--- src/sv/rtts_pkg.sv ---
// Shared types for the ready and timer task scheduler: request and result
// payloads, command and status codes, and the timer cell control group.
// No dependencies.
`timescale 1ns / 1ps
`default_nettype none

package rtts_pkg;

    localparam int TASK_BITS = 16;

    typedef enum logic [1:0] {
        CMD_PUSH_ONE   = 2'd0,
        CMD_PUSH_TWO   = 2'd1,
        CMD_PUSH_TIMED = 2'd2,
        CMD_DISPATCH   = 2'd3
    } t_cmd;

    typedef enum logic [2:0] {
        ST_ACCEPTED   = 3'd0,
        ST_DISPATCHED = 3'd1,
        ST_NO_TASK    = 3'd2,
        ST_READY_FULL = 3'd3,
        ST_TIMER_FULL = 3'd4
    } t_status;

    typedef struct packed {
        t_cmd                 cmd;
        logic [TASK_BITS-1:0] task_first;
        logic [TASK_BITS-1:0] task_second;
        logic [31:0]          delay_ticks;
        logic [47:0]          time_now;
    } t_request;

    typedef struct packed {
        t_status              status;
        logic [TASK_BITS-1:0] task_out;
        logic [47:0]          waited_ticks;
    } t_result;

    typedef enum logic [1:0] {
        CELL_HOLD   = 2'd0,
        CELL_INSERT = 2'd1,
        CELL_POP    = 2'd2
    } t_cell_op;

    typedef struct packed {
        t_cell_op op;
        logic     occupied;
        logic     at_tail;
    } t_cell_ctrl;

endpackage

`default_nettype wire

--- src/sv/rtts_ram.sv ---
// Generic single-write, single-read RAM with registered read data.
// No dependencies.
`timescale 1ns / 1ps
`default_nettype none

module rtts_ram #(
    parameter int  WIDTH = 16,
    parameter int  DEPTH = 16,
    localparam int AW    = $clog2(DEPTH)
) (
    input  wire logic             i_clk,
    input  wire logic             i_wr_en,
    input  wire logic [AW-1:0]    i_wr_addr,
    input  wire logic [WIDTH-1:0] i_wr_data,
    input  wire logic             i_rd_en,
    input  wire logic [AW-1:0]    i_rd_addr,
    output logic      [WIDTH-1:0] o_rd_data
);

    logic [WIDTH-1:0] r_mem [DEPTH];
    logic [WIDTH-1:0] r_rd_data;

    always_ff @(posedge i_clk) begin
        if (i_wr_en) begin
            r_mem[i_wr_addr] <= i_wr_data;
        end
        if (i_rd_en) begin
            r_rd_data <= r_mem[i_rd_addr];
        end
    end

    assign o_rd_data = r_rd_data;

endmodule

`default_nettype wire

--- src/sv/rtts_cell.sv ---
// One cell of the deadline-sorted timer chain: holds one {deadline, task}
// entry and shifts with its neighbors on insert or pop. Uses rtts_pkg.
`timescale 1ns / 1ps
`default_nettype none

module rtts_cell #(
    parameter int TIME_BITS = 48
) (
    input  wire logic                 i_clk,
    input  wire rtts_pkg::t_cell_ctrl i_ctrl,
    input  wire logic [TIME_BITS-1:0] i_new_dl,
    input  wire logic [15:0]          i_new_task,
    input  wire logic [TIME_BITS-1:0] i_left_dl,
    input  wire logic [15:0]          i_left_task,
    input  wire logic                 i_left_greater,
    input  wire logic [TIME_BITS-1:0] i_right_dl,
    input  wire logic [15:0]          i_right_task,
    output logic      [TIME_BITS-1:0] o_dl,
    output logic      [15:0]          o_task,
    output logic                      o_greater
);

    import rtts_pkg::*;

    logic [TIME_BITS-1:0] r_dl;
    logic [TIME_BITS-1:0] n_dl;
    logic [15:0]          r_task;
    logic [15:0]          n_task;

    assign o_greater = i_ctrl.occupied && (r_dl > i_new_dl);

    always_comb begin
        n_dl   = r_dl;
        n_task = r_task;
        unique case (i_ctrl.op)
            CELL_INSERT: begin
                if (i_left_greater) begin
                    n_dl   = i_left_dl;
                    n_task = i_left_task;
                end else if (o_greater || i_ctrl.at_tail) begin
                    n_dl   = i_new_dl;
                    n_task = i_new_task;
                end
            end
            CELL_POP: begin
                n_dl   = i_right_dl;
                n_task = i_right_task;
            end
            default: begin
                n_dl   = r_dl;
                n_task = r_task;
            end
        endcase
    end

    always_ff @(posedge i_clk) begin
        r_dl   <= n_dl;
        r_task <= n_task;
    end

    assign o_dl   = r_dl;
    assign o_task = r_task;

endmodule

`default_nettype wire

--- src/sv/ready_and_timer_task_scheduler_top.sv ---
// Ready and timer task scheduler: FIFO ready queue in RAM plus a sorted
// chain of timer cells. Uses rtts_pkg, rtts_ram and rtts_cell.
//
// One request is taken at a time. Push one, push timed, a dispatch that
// takes its task straight from the timer queue, and any rejected request
// finish in S_EXEC, where their result is registered; push two (the ready RAM
// has one write port) and a dispatch from the ready queue (the RAM read is
// registered) pass through S_SECOND or S_READ after S_EXEC before their result
// is registered. A result waits in the output register while the next request
// is accepted; a second finished result waits until it drains.
`timescale 1ns / 1ps
`default_nettype none

module ready_and_timer_task_scheduler_top #(
    parameter int READY_DEPTH = 16,
    parameter int TIMER_DEPTH = 16,
    parameter int TIME_BITS   = 48
) (
    input  wire logic               i_clk,
    input  wire logic               i_rst_n,
    input  wire logic               i_valid,
    output logic                    o_ready,
    input  wire rtts_pkg::t_request i_req,
    output logic                    o_valid,
    input  wire logic               i_ready,
    output rtts_pkg::t_result       o_res
);

    import rtts_pkg::*;

    localparam int RAW = $clog2(READY_DEPTH);
    localparam int RCW = $clog2(READY_DEPTH + 1);
    localparam int TCW = $clog2(TIMER_DEPTH + 1);
    localparam int SW  = ((TIME_BITS > 32) ? TIME_BITS : 32) + 1;
    localparam logic [TIME_BITS-1:0] TIME_MAX = '1;

    typedef enum logic [2:0] {
        S_IDLE,
        S_EXEC,
        S_SECOND,
        S_READ,
        S_HOLD
    } t_state;

    t_state               r_state, n_state;
    t_request             r_req, n_req;
    logic [TIME_BITS-1:0] r_deadline, n_deadline;
    logic [TIME_BITS-1:0] r_cur, n_cur;
    logic [RAW-1:0]       r_head, n_head;
    logic [RCW-1:0]       r_rcount, n_rcount;
    logic [TCW-1:0]       r_tcount, n_tcount;
    t_result              r_res, n_res;
    t_result              r_out, n_out;
    logic                 r_out_valid, n_out_valid;

    logic [SW-1:0]        w_sum;
    logic [TIME_BITS-1:0] w_dl_in;
    logic [RAW:0]         w_tail_sum;
    logic [RAW-1:0]       w_tail;
    logic [RAW-1:0]       w_head_inc;
    logic                 w_ready_full1;
    logic                 w_ready_full2;
    logic                 w_ready_empty;
    logic                 w_timer_full;
    logic                 w_have_timer;
    logic                 w_out_free;
    logic                 w_fin;
    t_result              w_res;
    t_cell_op             w_cell_op;
    logic                 w_wr_en;
    logic [15:0]          w_wr_data;
    logic                 w_rd_en;
    logic [15:0]          w_rd_data;

    logic [TIME_BITS-1:0] w_dl      [TIMER_DEPTH];
    logic [15:0]          w_task    [TIMER_DEPTH];
    logic                 w_greater [TIMER_DEPTH];

    assign w_sum   = SW'(i_req.time_now[TIME_BITS-1:0]) + SW'(i_req.delay_ticks);
    assign w_dl_in = (w_sum > SW'(TIME_MAX)) ? TIME_MAX : w_sum[TIME_BITS-1:0];

    assign w_tail_sum = (RAW+1)'(r_head) + (RAW+1)'(r_rcount);
    assign w_tail     = (w_tail_sum >= (RAW+1)'(READY_DEPTH))
                        ? RAW'(w_tail_sum - (RAW+1)'(READY_DEPTH))
                        : w_tail_sum[RAW-1:0];
    assign w_head_inc = (r_head == RAW'(READY_DEPTH - 1)) ? '0 : r_head + 1'b1;

    assign w_ready_full1 = r_rcount >= RCW'(READY_DEPTH);
    assign w_ready_full2 = ((RCW+1)'(r_rcount) + (RCW+1)'(2)) > (RCW+1)'(READY_DEPTH);
    assign w_ready_empty = r_rcount == '0;
    assign w_timer_full  = r_tcount >= TCW'(TIMER_DEPTH);
    assign w_have_timer  = r_tcount != '0;
    assign w_out_free    = !r_out_valid || i_ready;

    always_comb begin
        n_state     = r_state;
        n_req       = r_req;
        n_deadline  = r_deadline;
        n_cur       = r_cur;
        n_head      = r_head;
        n_rcount    = r_rcount;
        n_tcount    = r_tcount;
        n_res       = r_res;
        n_out       = r_out;
        n_out_valid = r_out_valid && !i_ready;
        w_cell_op   = CELL_HOLD;
        w_wr_en     = 1'b0;
        w_wr_data   = r_req.task_first;
        w_rd_en     = 1'b0;
        w_fin       = 1'b0;
        w_res.status       = ST_ACCEPTED;
        w_res.task_out     = '0;
        w_res.waited_ticks = '0;

        unique case (r_state)
            S_IDLE: begin
                if (i_valid) begin
                    n_req      = i_req;
                    n_deadline = w_dl_in;
                    n_state    = S_EXEC;
                end
            end
            S_EXEC: begin
                unique case (r_req.cmd)
                    CMD_PUSH_ONE: begin
                        w_fin = 1'b1;
                        if (w_ready_full1) begin
                            w_res.status = ST_READY_FULL;
                        end else begin
                            w_wr_en  = 1'b1;
                            n_rcount = r_rcount + 1'b1;
                        end
                    end
                    CMD_PUSH_TWO: begin
                        if (w_ready_full2) begin
                            w_fin        = 1'b1;
                            w_res.status = ST_READY_FULL;
                        end else begin
                            w_wr_en  = 1'b1;
                            n_rcount = r_rcount + 1'b1;
                            n_state  = S_SECOND;
                        end
                    end
                    CMD_PUSH_TIMED: begin
                        w_fin = 1'b1;
                        if (w_timer_full) begin
                            w_res.status = ST_TIMER_FULL;
                        end else begin
                            w_cell_op = CELL_INSERT;
                            n_tcount  = r_tcount + 1'b1;
                            n_cur     = r_req.time_now[TIME_BITS-1:0];
                        end
                    end
                    CMD_DISPATCH: begin
                        if (w_have_timer && w_ready_empty) begin
                            w_cell_op      = CELL_POP;
                            n_tcount       = r_tcount - 1'b1;
                            w_fin          = 1'b1;
                            w_res.status   = ST_DISPATCHED;
                            w_res.task_out = w_task[0];
                            if (r_cur < w_dl[0]) begin
                                w_res.waited_ticks = 48'(w_dl[0] - r_cur);
                                n_cur              = w_dl[0];
                            end
                        end else if (!w_ready_empty) begin
                            w_rd_en = 1'b1;
                            n_head  = w_head_inc;
                            n_state = S_READ;
                            if (w_have_timer && (r_cur >= w_dl[0]) && !w_ready_full1) begin
                                w_cell_op = CELL_POP;
                                n_tcount  = r_tcount - 1'b1;
                                w_wr_en   = 1'b1;
                                w_wr_data = w_task[0];
                            end else begin
                                n_rcount = r_rcount - 1'b1;
                            end
                        end else begin
                            w_fin        = 1'b1;
                            w_res.status = ST_NO_TASK;
                        end
                    end
                    default: begin
                        w_fin = 1'b1;
                    end
                endcase
            end
            S_SECOND: begin
                w_wr_en   = 1'b1;
                w_wr_data = r_req.task_second;
                n_rcount  = r_rcount + 1'b1;
                w_fin     = 1'b1;
            end
            S_READ: begin
                w_fin          = 1'b1;
                w_res.status   = ST_DISPATCHED;
                w_res.task_out = w_rd_data;
            end
            S_HOLD: begin
                if (w_out_free) begin
                    n_out       = r_res;
                    n_out_valid = 1'b1;
                    n_state     = S_IDLE;
                end
            end
            default: begin
                n_state = S_IDLE;
            end
        endcase

        if (w_fin) begin
            if (w_out_free) begin
                n_out       = w_res;
                n_out_valid = 1'b1;
                n_state     = S_IDLE;
            end else begin
                n_res   = w_res;
                n_state = S_HOLD;
            end
        end
    end

    always_ff @(posedge i_clk) begin
        if (!i_rst_n) begin
            r_state     <= S_IDLE;
            r_cur       <= '0;
            r_head      <= '0;
            r_rcount    <= '0;
            r_tcount    <= '0;
            r_out_valid <= 1'b0;
        end else begin
            r_state     <= n_state;
            r_cur       <= n_cur;
            r_head      <= n_head;
            r_rcount    <= n_rcount;
            r_tcount    <= n_tcount;
            r_out_valid <= n_out_valid;
        end
    end

    always_ff @(posedge i_clk) begin
        r_req      <= n_req;
        r_deadline <= n_deadline;
        r_res      <= n_res;
        r_out      <= n_out;
    end

    rtts_ram #(
        .WIDTH(16),
        .DEPTH(READY_DEPTH)
    ) u_ready_ram (
        .i_clk    (i_clk),
        .i_wr_en  (w_wr_en),
        .i_wr_addr(w_tail),
        .i_wr_data(w_wr_data),
        .i_rd_en  (w_rd_en),
        .i_rd_addr(r_head),
        .o_rd_data(w_rd_data)
    );

    for (genvar gi = 0; gi < TIMER_DEPTH; gi++) begin : g_cell
        t_cell_ctrl           w_ctrl;
        logic [TIME_BITS-1:0] w_left_dl;
        logic [15:0]          w_left_task;
        logic                 w_left_greater;
        logic [TIME_BITS-1:0] w_right_dl;
        logic [15:0]          w_right_task;

        assign w_ctrl.op       = w_cell_op;
        assign w_ctrl.occupied = TCW'(gi) < r_tcount;
        assign w_ctrl.at_tail  = TCW'(gi) == r_tcount;

        if (gi == 0) begin : g_first
            assign w_left_dl      = '0;
            assign w_left_task    = '0;
            assign w_left_greater = 1'b0;
        end else begin : g_inner
            assign w_left_dl      = w_dl[gi-1];
            assign w_left_task    = w_task[gi-1];
            assign w_left_greater = w_greater[gi-1];
        end

        if (gi == TIMER_DEPTH - 1) begin : g_last
            assign w_right_dl   = w_dl[gi];
            assign w_right_task = w_task[gi];
        end else begin : g_mid
            assign w_right_dl   = w_dl[gi+1];
            assign w_right_task = w_task[gi+1];
        end

        rtts_cell #(
            .TIME_BITS(TIME_BITS)
        ) u_cell (
            .i_clk         (i_clk),
            .i_ctrl        (w_ctrl),
            .i_new_dl      (r_deadline),
            .i_new_task    (r_req.task_first),
            .i_left_dl     (w_left_dl),
            .i_left_task   (w_left_task),
            .i_left_greater(w_left_greater),
            .i_right_dl    (w_right_dl),
            .i_right_task  (w_right_task),
            .o_dl          (w_dl[gi]),
            .o_task        (w_task[gi]),
            .o_greater     (w_greater[gi])
        );
    end

    assign o_ready = r_state == S_IDLE;
    assign o_valid = r_out_valid;
    assign o_res   = r_out;

    a_ready_count_bound: assert property (@(posedge i_clk) disable iff (!i_rst_n)
        r_rcount <= RCW'(READY_DEPTH))
        else $error("ready count exceeds depth");

    a_timer_count_bound: assert property (@(posedge i_clk) disable iff (!i_rst_n)
        r_tcount <= TCW'(TIMER_DEPTH))
        else $error("timer count exceeds depth");

    a_timed_insert: assert property (@(posedge i_clk) disable iff (!i_rst_n)
        (r_state == S_EXEC && r_req.cmd == CMD_PUSH_TIMED && !w_timer_full)
        |=> (r_tcount == $past(r_tcount) + 1'b1))
        else $error("timed request did not grow the timer queue");

    for (genvar gs = 0; gs + 1 < TIMER_DEPTH; gs++) begin : g_sorted
        a_sorted: assert property (@(posedge i_clk) disable iff (!i_rst_n)
            (r_tcount > TCW'(gs + 1)) |-> (w_dl[gs] <= w_dl[gs+1]))
            else $error("timer chain out of deadline order");
    end

endmodule

`default_nettype wire

--- config.mk ---
export PLATFORM = sky130hd
export DESIGN_NAME = ready_and_timer_task_scheduler_top
export DESIGN_NICKNAME = d
export VERILOG_FILES = /design/src/sv/rtts_pkg.sv /design/src/sv/rtts_ram.sv /design/src/sv/rtts_cell.sv /design/src/sv/ready_and_timer_task_scheduler_top.sv
export SDC_FILE = /design/constraint.sdc
export NUM_CORES = 2
export LEC_CHECK = 0
export ABC_CLOCK_PERIOD_IN_PS = 12200
export BUFFER_PORTS_ARGS = -buffer_cell sky130_fd_sc_hd__buf_4
export CORE_MARGIN = 3
export CORE_UTILIZATION = 45
export DETAILED_ROUTE_END_ITERATION = 16
export PLACE_DENSITY = 0.7
export SLEW_MARGIN = 40
export SYNTH_ARGS = -nofsm -noshare
export SYNTH_HDL_FRONTEND = slang
export SYNTH_SLANG_ARGS = --single-unit
--- constraint.sdc ---
create_clock -name i_clk -period 12.2 [get_ports i_clk]
set_input_delay 0.61 -clock i_clk [delete_from_list [all_inputs] [get_ports i_clk]]
set_output_delay 0.61 -clock i_clk [all_outputs]
set_load 0.03 [all_outputs]
After elaboration in Yosys (flattened, before gate mapping)
Memories as Yosys holds them, arrays and structs flattened. A register that Yosys moved wholly into a read port is not among the register bits.
Cells that the tools add are included.
W data, S select, Z words.
{ "totals": {"elab_cells": 401, "latchBits": 0, "mem_count": 1, "in_bits": 118, "output_inout_bits": 69, "reg_bits": 1354, "mem_bits_rw": 256, "romBits": 0} }
{ "classes": {"n_mux": 167, "add_sub_neg": 10, "eq_ne": 58, "shifts": 0, "n_div": 0, "n_bitwise": 3, "n_reduce_logical": 74, "n_mul": 0, "magnitude_cmp": 39} }
{ "mem_list": {"columns": ["memory", "words", "width", "read_ports", "rd_clocked_by_memory_dff", "wr", "line", "text"], "rows": [
  ["u_ready_ram.r_mem", 16, 16, 1, 1, 1, "rtts_ram.sv:20", "logic [WIDTH-1:0] r_mem [DEPTH];"]
]} }
{ "ops": {"columns": ["cell", "n"], "rows": [
  ["$mux W48", 36],
  ["$pmux W48 S2", 16],
  ["$gt A48 B48 Y1", 16],
  ["$mux W16", 35],
  ["$pmux W16 S2", 16],
  ["$mux W67", 4],
  ["$mux W64", 2],
  ["$add A48 B32 Y49", 1],
  ["$gt A49 B48 Y1 const B", 1],
  ["$ge A48 B48 Y1", 1],
  ["$lt A48 B48 Y1", 1],
  ["$sub A48 B48 Y48", 1],
  ["$mux W5", 9],
  ["$ne A3 B1 Y1 const B", 14],
  ["$eq A4 B5 Y1 const A", 8],
  ["$lt A4 B5 Y1 const A", 8],
  ["$pmux W19 S2", 1],
  ["$reduce_and A2 Y1", 18],
  ["$mux W3", 8],
  ["$ne A3 B3 Y1 const B", 8],
  ["$pmux W3 S4", 2],
  ["$eq A3 B5 Y1 const A", 4],
  ["$logic_and A1 B1 Y1", 20],
  ["$lt A3 B5 Y1 const A", 4],
  ["other kinds (45)", 117]
]} }

Depth between registers and ports, before layout
{ "logic_depth": {"ltp_word": 11, "depth_mapped": 21, "ltp_nobuf": 17} }

Hierarchy
From an unflattened synthesis, not the netlist that was laid out.
{ "hier_totals": {"hier_cells": 9642, "hier_area_um2": 100308.7} }
{ "by_module_without_submodules": {"columns": ["module", "cells_each", "seq_area_each_um2", "area_per_inst_um2", "n_inst"], "rows": [
  ["rtts_cell", 459, 1921.8, 4510.6, 16],
  ["ready_and_timer_task_scheduler_top", 1866, 8578.2, 17936.0, 1],
  ["rtts_ram", 432, 8167.8, 10203.5, 1]
]} }

Worst setup path before layout
OpenSTA, ideal clock, no wires.
{ "synth_path": {"path_kind": "register to register", "from": "reg g_cell[0].u_cell.r_dl[0]", "to": "reg g_cell[0].u_cell.r_dl[0], enable pin", "t_required_ns": 11.676, "n_path_buf": 4, "setup_time_ns": 0.524, "stages_incl_launch_ff": 21, "t_arrival_ns": 7.270, "period_less_slack_ns": 7.795, "path_slack_ns": 4.405, "path_cell_list": "edfxtp_1 -> inv_1 -> ha_1 -> inv_1 -> fa_1 -> a211oi_1 -> o21bai_1 -> a41oi_1 -> o21a_1 -> o32ai_2 -> or2_4 -> nor2_1 -> o21ai_0 -> inv_1 -> ha_1 -> clkbuf_1 -> clkbuf_1 -> clkbuf_1 -> clkbuf_1 -> nor2_1 -> a31oi_1"} }
{ "synth_between": {"elab_chain_cells": 11, "elab_cells_between_ends": 16, "classes_between": "2 x order compare; 3 x eq/ne; 5 x mux; 6 x reduce/logical"} }
{ "synth_lines": {"columns": ["item", "line", "text"], "rows": [
  ["from (decl)", "rtts_cell.sv:25", "logic [TIME_BITS-1:0] r_dl;"],
  ["from (signal assigned)", "rtts_cell.sv:57", "r_dl <= n_dl;"],
  ["$ge A48 B48 Y1", "ready_and_timer_task_scheduler_top.sv:169", "if (w_have_timer && (r_cur >= w_dl[0]) && !w_ready_full1) begin"],
  ["$logic_and A1 B1 Y1 (2 in a row)", "ready_and_timer_task_scheduler_top.sv:169", null],
  ["$mux W2", "ready_and_timer_task_scheduler_top.sv:169", null],
  ["$mux W2", "ready_and_timer_task_scheduler_top.sv:165", "end else if (!w_ready_empty) begin"],
  ["$mux W2", "ready_and_timer_task_scheduler_top.sv:155", "if (w_have_timer && w_ready_empty) begin"],
  ["$pmux W2 S2", "ready_and_timer_task_scheduler_top.sv:124", "unique case (r_req.cmd)"],
  ["$mux W2", "ready_and_timer_task_scheduler_top.sv:115", "unique case (r_state)"],
  ["$eq A2 B1 Y1 or $eq A2 B2 Y1 (tied branches)", null, null],
  ["$ne A2 B1 Y1 (no source line) or $reduce_bool A2 Y1 (tied branches)", null, null],
  ["$reduce_and A2 Y1 (no source line) (*)", null, null]
]} }
Every way passes the cells marked *; elsewhere a longest branch is shown, timed or not.
A chain may end at the register's enable or synchronous reset.

Worst setup path after layout
{ "layout_path": {"from": "reg g_cell[0].u_cell.r_dl[0]", "to": "reg g_cell[1].u_cell.r_dl[17] (data pin)"} }
{ "layout_between": {"elab_chain_cells": 10, "elab_cells_between_ends": 14, "classes_between": "2 x order compare; 2 x eq/ne; 7 x mux; 3 x reduce/logical"} }
{ "layout_lines": {"columns": ["item", "line", "text"], "rows": [
  ["$ge A48 B48 Y1", "ready_and_timer_task_scheduler_top.sv:169", null],
  ["$logic_and A1 B1 Y1 (2 in a row)", "ready_and_timer_task_scheduler_top.sv:169", null],
  ["$mux W2", "ready_and_timer_task_scheduler_top.sv:169", null],
  ["$mux W2", "ready_and_timer_task_scheduler_top.sv:165", null],
  ["$mux W2", "ready_and_timer_task_scheduler_top.sv:155", null],
  ["$pmux W2 S2", "ready_and_timer_task_scheduler_top.sv:124", null],
  ["$mux W2", "ready_and_timer_task_scheduler_top.sv:115", null],
  ["$eq A2 B2 Y1 or $eq A2 B1 Y1 (tied branches)", null, null],
  ["$pmux W48 S2 (*)", "rtts_cell.sv:35", "unique case (i_ctrl.op)"],
  ["named net g_cell[1].u_cell.n_dl[17]", "rtts_cell.sv:26", "logic [TIME_BITS-1:0] n_dl;"],
  ["to (signal assigned)", "rtts_cell.sv:57", null],
  ["to (decl)", "rtts_cell.sv:25", null]
]} }
Mark *: on every way through the listed nets, which the timed path passes. The rest lies on a longest branch.

==> impl_metrics.json <==
{
  "clockRootBuffer": "clkbuf_16",
  "postSynthAreaPerCell_um2": 11.4,
  "start_util_pct": 45.3,
  "maxCapViolations": 0,
  "ys_warn_count": 0,
  "grt_use_total_pct": 29.3,
  "wl_met2_um": 147000,
  "viasPerCell": 6.51,
  "synth.top_cell.area_share_pct": 46.0,
  "die_x_um": 471,
  "async_reset_ff_share_pct": 0,
  "setup_viol": 0,
  "drive_above_1_share_pct": 10.1,
  "grt_pass1_wl_um": 490000,
  "grt_pass1_vias": 72000,
  "placementRows": 170,
  "fillCellCount": 18500,
  "remaining_drc_errors": 0,
  "fp.dieArea_mm2": 0.222,
  "hp-class": "input pin to flip-flop",
  "htree_levels": 4,
  "clockBufferDepth": 3,
  "slowest_delay_ns": 0.58,
  "synth-edff-count": 1493,
  "fin_crit_sh_pct": 57.3,
  "clkTransAtPathRegs_ns": 0.07,
  "maxUsedRoutingLayer": "met5",
  "cts_resized": 0,
  "ys_seq_area_share_pct": 48.7,
  "cts_tree": "yes",
  "post-dp-hpwl_um": 232000,
  "grt.overflow.total": 0,
  "cts_buffers": 176,
  "max_slew_margin_pct": 33.7,
  "io_pins": 187,
  "synth.most_common_cell": "edfxtp_1",
  "multiInputGateArea_mm2": 0.0477,
  "wl_met1_um": 136000,
  "synth.top_cells.by_area": "edfxtp_1, ha_1, mux2i_1, o21ai_0, nand2_1",
  "drtIter0Drc": 10100,
  "instances_no_fill": 11600,
  "io_buffers": 186,
  "worstSetupPathType": "flip-flop to flip-flop",
  "fin_worst_skew_ns": 0.104,
  "max-vdd-ir-drop_uv": 147,
  "crit_required_ns": 12.75,
  "rsz0062_at_grt": "false",
  "p_leak_nw": 42.4,
  "path_cells": "inv_1 -> ha_1 -> inv_1 -> fa_1 -> a211oi_1 -> o21bai_1 -> a41oi_1 -> o21a_1 -> o32ai_2 -> or2_4 -> nor2_1 -> o21ai_0 -> inv_1 -> ha_4 -> buf_6 -> buf_12 -> buf_16 -> nor2_1 -> mux2i_1 -> nand2_1",
  "post_drt_wl_per_cell_um": 29.0,
  "ys_types": 87,
  "placed_cells": 11200,
  "endpoint_kind": "flip-flop",
  "cp.arrival_ns": 7.54,
  "grt_max_degree": 246,
  "seqCellArea_mm2": 0.0475,
  "antenna_found_initial": 20,
  "final_nets": 9595,
  "syn2layout_area_growth_pct": 12.2,
  "antenna_left": 0,
  "wirelength_um": 337000,
  "tns_ns": 0,
  "period_needed_ns": 6.99,
  "clock-sinks": 1626,
  "worst_slew_pin_slew_ns": 0.984,
  "synth_cells": 8560,
  "cp_max_fo": 154,
  "worstSetupStartpointType": "flip-flop",
  "synthTopCellsByCount": "edfxtp_1, nand2_1, ha_1",
  "die_h_um": 471,
  "syn-cell-area_mm2": 0.0975,
  "status": "complete, no violations",
  "clock_latency_ns": 0.89,
  "synth_seq_cells": 1626,
  "yosys.area.top_type": "edfxtp_1",
  "synth_nets": 9542,
  "met3_length_um": 34800,
  "dr.pass1.iters": 8,
  "hold_viol": 0,
  "routabilityCongestion": 0.961,
  "maxSlewViolCount": 0,
  "p_per_area_mw_per_mm2": 133,
  "slowest_stage": "buf_6",
  "rrSetupSlack_ns": 5.21,
  "crit_top_cell": "inv_1",
  "num_vias": 75500,
  "core_mm2": 0.215,
  "fmax_mhz": 143,
  "design_area_mm2": 0.109,
  "placedInstanceArea_mm2": 0.102,
  "synth_flop_cell": "edfxtp_1"
}
==> per-stage QoR <==
step | total power [mW] | hold WS (ns) | utilization, % | setup slack, ns
global route | 15.0 | 0.00883 | 50.8 | 4.91
finish | 14.5 | 0.0470 | 50.9 | 5.21
global placement | 8.84 | 0.480 | 47.4 | 5.42
floorplan | 8.06 | 0.472 | - | 4.41
CTS | 14.5 | 0.000430 | 50.7 | 5.29
detailed placement | 8.93 | 0.487 | 47.6 | 5.33
==> critical path, delay by kind of cell, from the launching register on <==
family | cells | cell delay (ns)
simple gates | 4 | 0.89
fa+ha+maj | 3 | 1.11
flops | 1 | 0.36
mux | 1 | 0.42
compound gates | 6 | 1.90
buf+inv | 6 | 1.79
==> kinds of logic after synthesis <==
logic type                 Yosys count  share of synthesized area [%]
buffers and inverters              736                           2.99
xor gates and xnor gates            84                          0.755
DFF                               1626                           48.7
AOI/OAI and AO/OA                 2166                           15.0
adders and majority gates          864                           11.1
muxes                              861                           9.95
and+or+nand+nor                   2223                           11.5
==> where the power goes <==
part           internal, mW  switching [mW]
clock                  3.12            2.47
combinational         0.875            1.48
sequential             6.36           0.199
total                  10.4            4.15
==> layout make-up <==
class / count / area share [%]
clock buffers: 220 / 4.23
inverters: 151 / 0.518
diodes: 12 / 0.0275
clock inverters: 104 / 1.23
multi-input cells: 6198 / 43.6
repair buffers: 460 / 3.73
well taps: 2838 / 3.25
flip-flops and latches: 1626 / 43.4
==> registers in the layout, indices dropped and copies added (netlist names) <==
name / flops
g_cell.u_cell.o_task: 256
u_ready_ram.r_mem: 256
r_cur: 48
r_state: 3
u_ready_ram.o_rd_data: 16
o_res: 67
r_head: 4
o_valid: 1
r_tcount: 5
r_rcount: 5
r_deadline: 48
g_cell.u_cell.o_dl: 768
r_req: 82
r_res: 67
==> per-layer routing <==
| layer | vias up | track usage (%) |
|---|---|---|
| li1 | 33100 | - |
| met1 | 37400 | 40.3 |
| met2 | 4350 | 43.8 |
| met3 | 715 | 5.94 |
| met4 | 8 | 14.7 |
| met5 | - | 0 |
==> cell usage in the layout (no fill, tap or decap), types with 50 or more instances in the layout <==
cell	count
edfxtp_1	1493
nand2_1	971
ha_1	860
o21ai_0	748
mux2i_1	714
nor3b_1	381
a21o_1	344
buf_4	322
a21oi_1	278
a221o_1	258
nor2_1	241
clkbuf_16	177
nand4_1	168
a22oi_1	161
inv_1	145
dfxtp_1	131
nand3_1	130
mux4_2	80
dlygate4sd3_1	79
nor2b_1	71
mux2_2	66
o21a_1	55
and2_1	53
o211a_1	53
nor3_1	51
xnor2_1	50
==> final timing paths <==
check	from	depth (start not counted)	endpoint
min	i_req[23]	1	r_req[23]$_DFFE_PP_
min reg2reg	r_cur[8]$_SDFFE_PN0P_	1	r_cur[8]$_SDFFE_PN0P_
max	g_cell[0].u_cell.o_dl[0]$_DFFE_PP_	20	g_cell[1].u_cell.o_dl[17]$_DFFE_PP_
max reg2reg	g_cell[0].u_cell.o_dl[0]$_DFFE_PP_	20	g_cell[1].u_cell.o_dl[17]$_DFFE_PP_
==> timing repair <==
item                                    CTS  global route
buffers inserted                          0             0
endpoints found under the hold margin    79             0
endpoints found under the setup margin    0             0
hold buffers                             79             0
No activity file was read; power rests on OpenSTA's default activity.
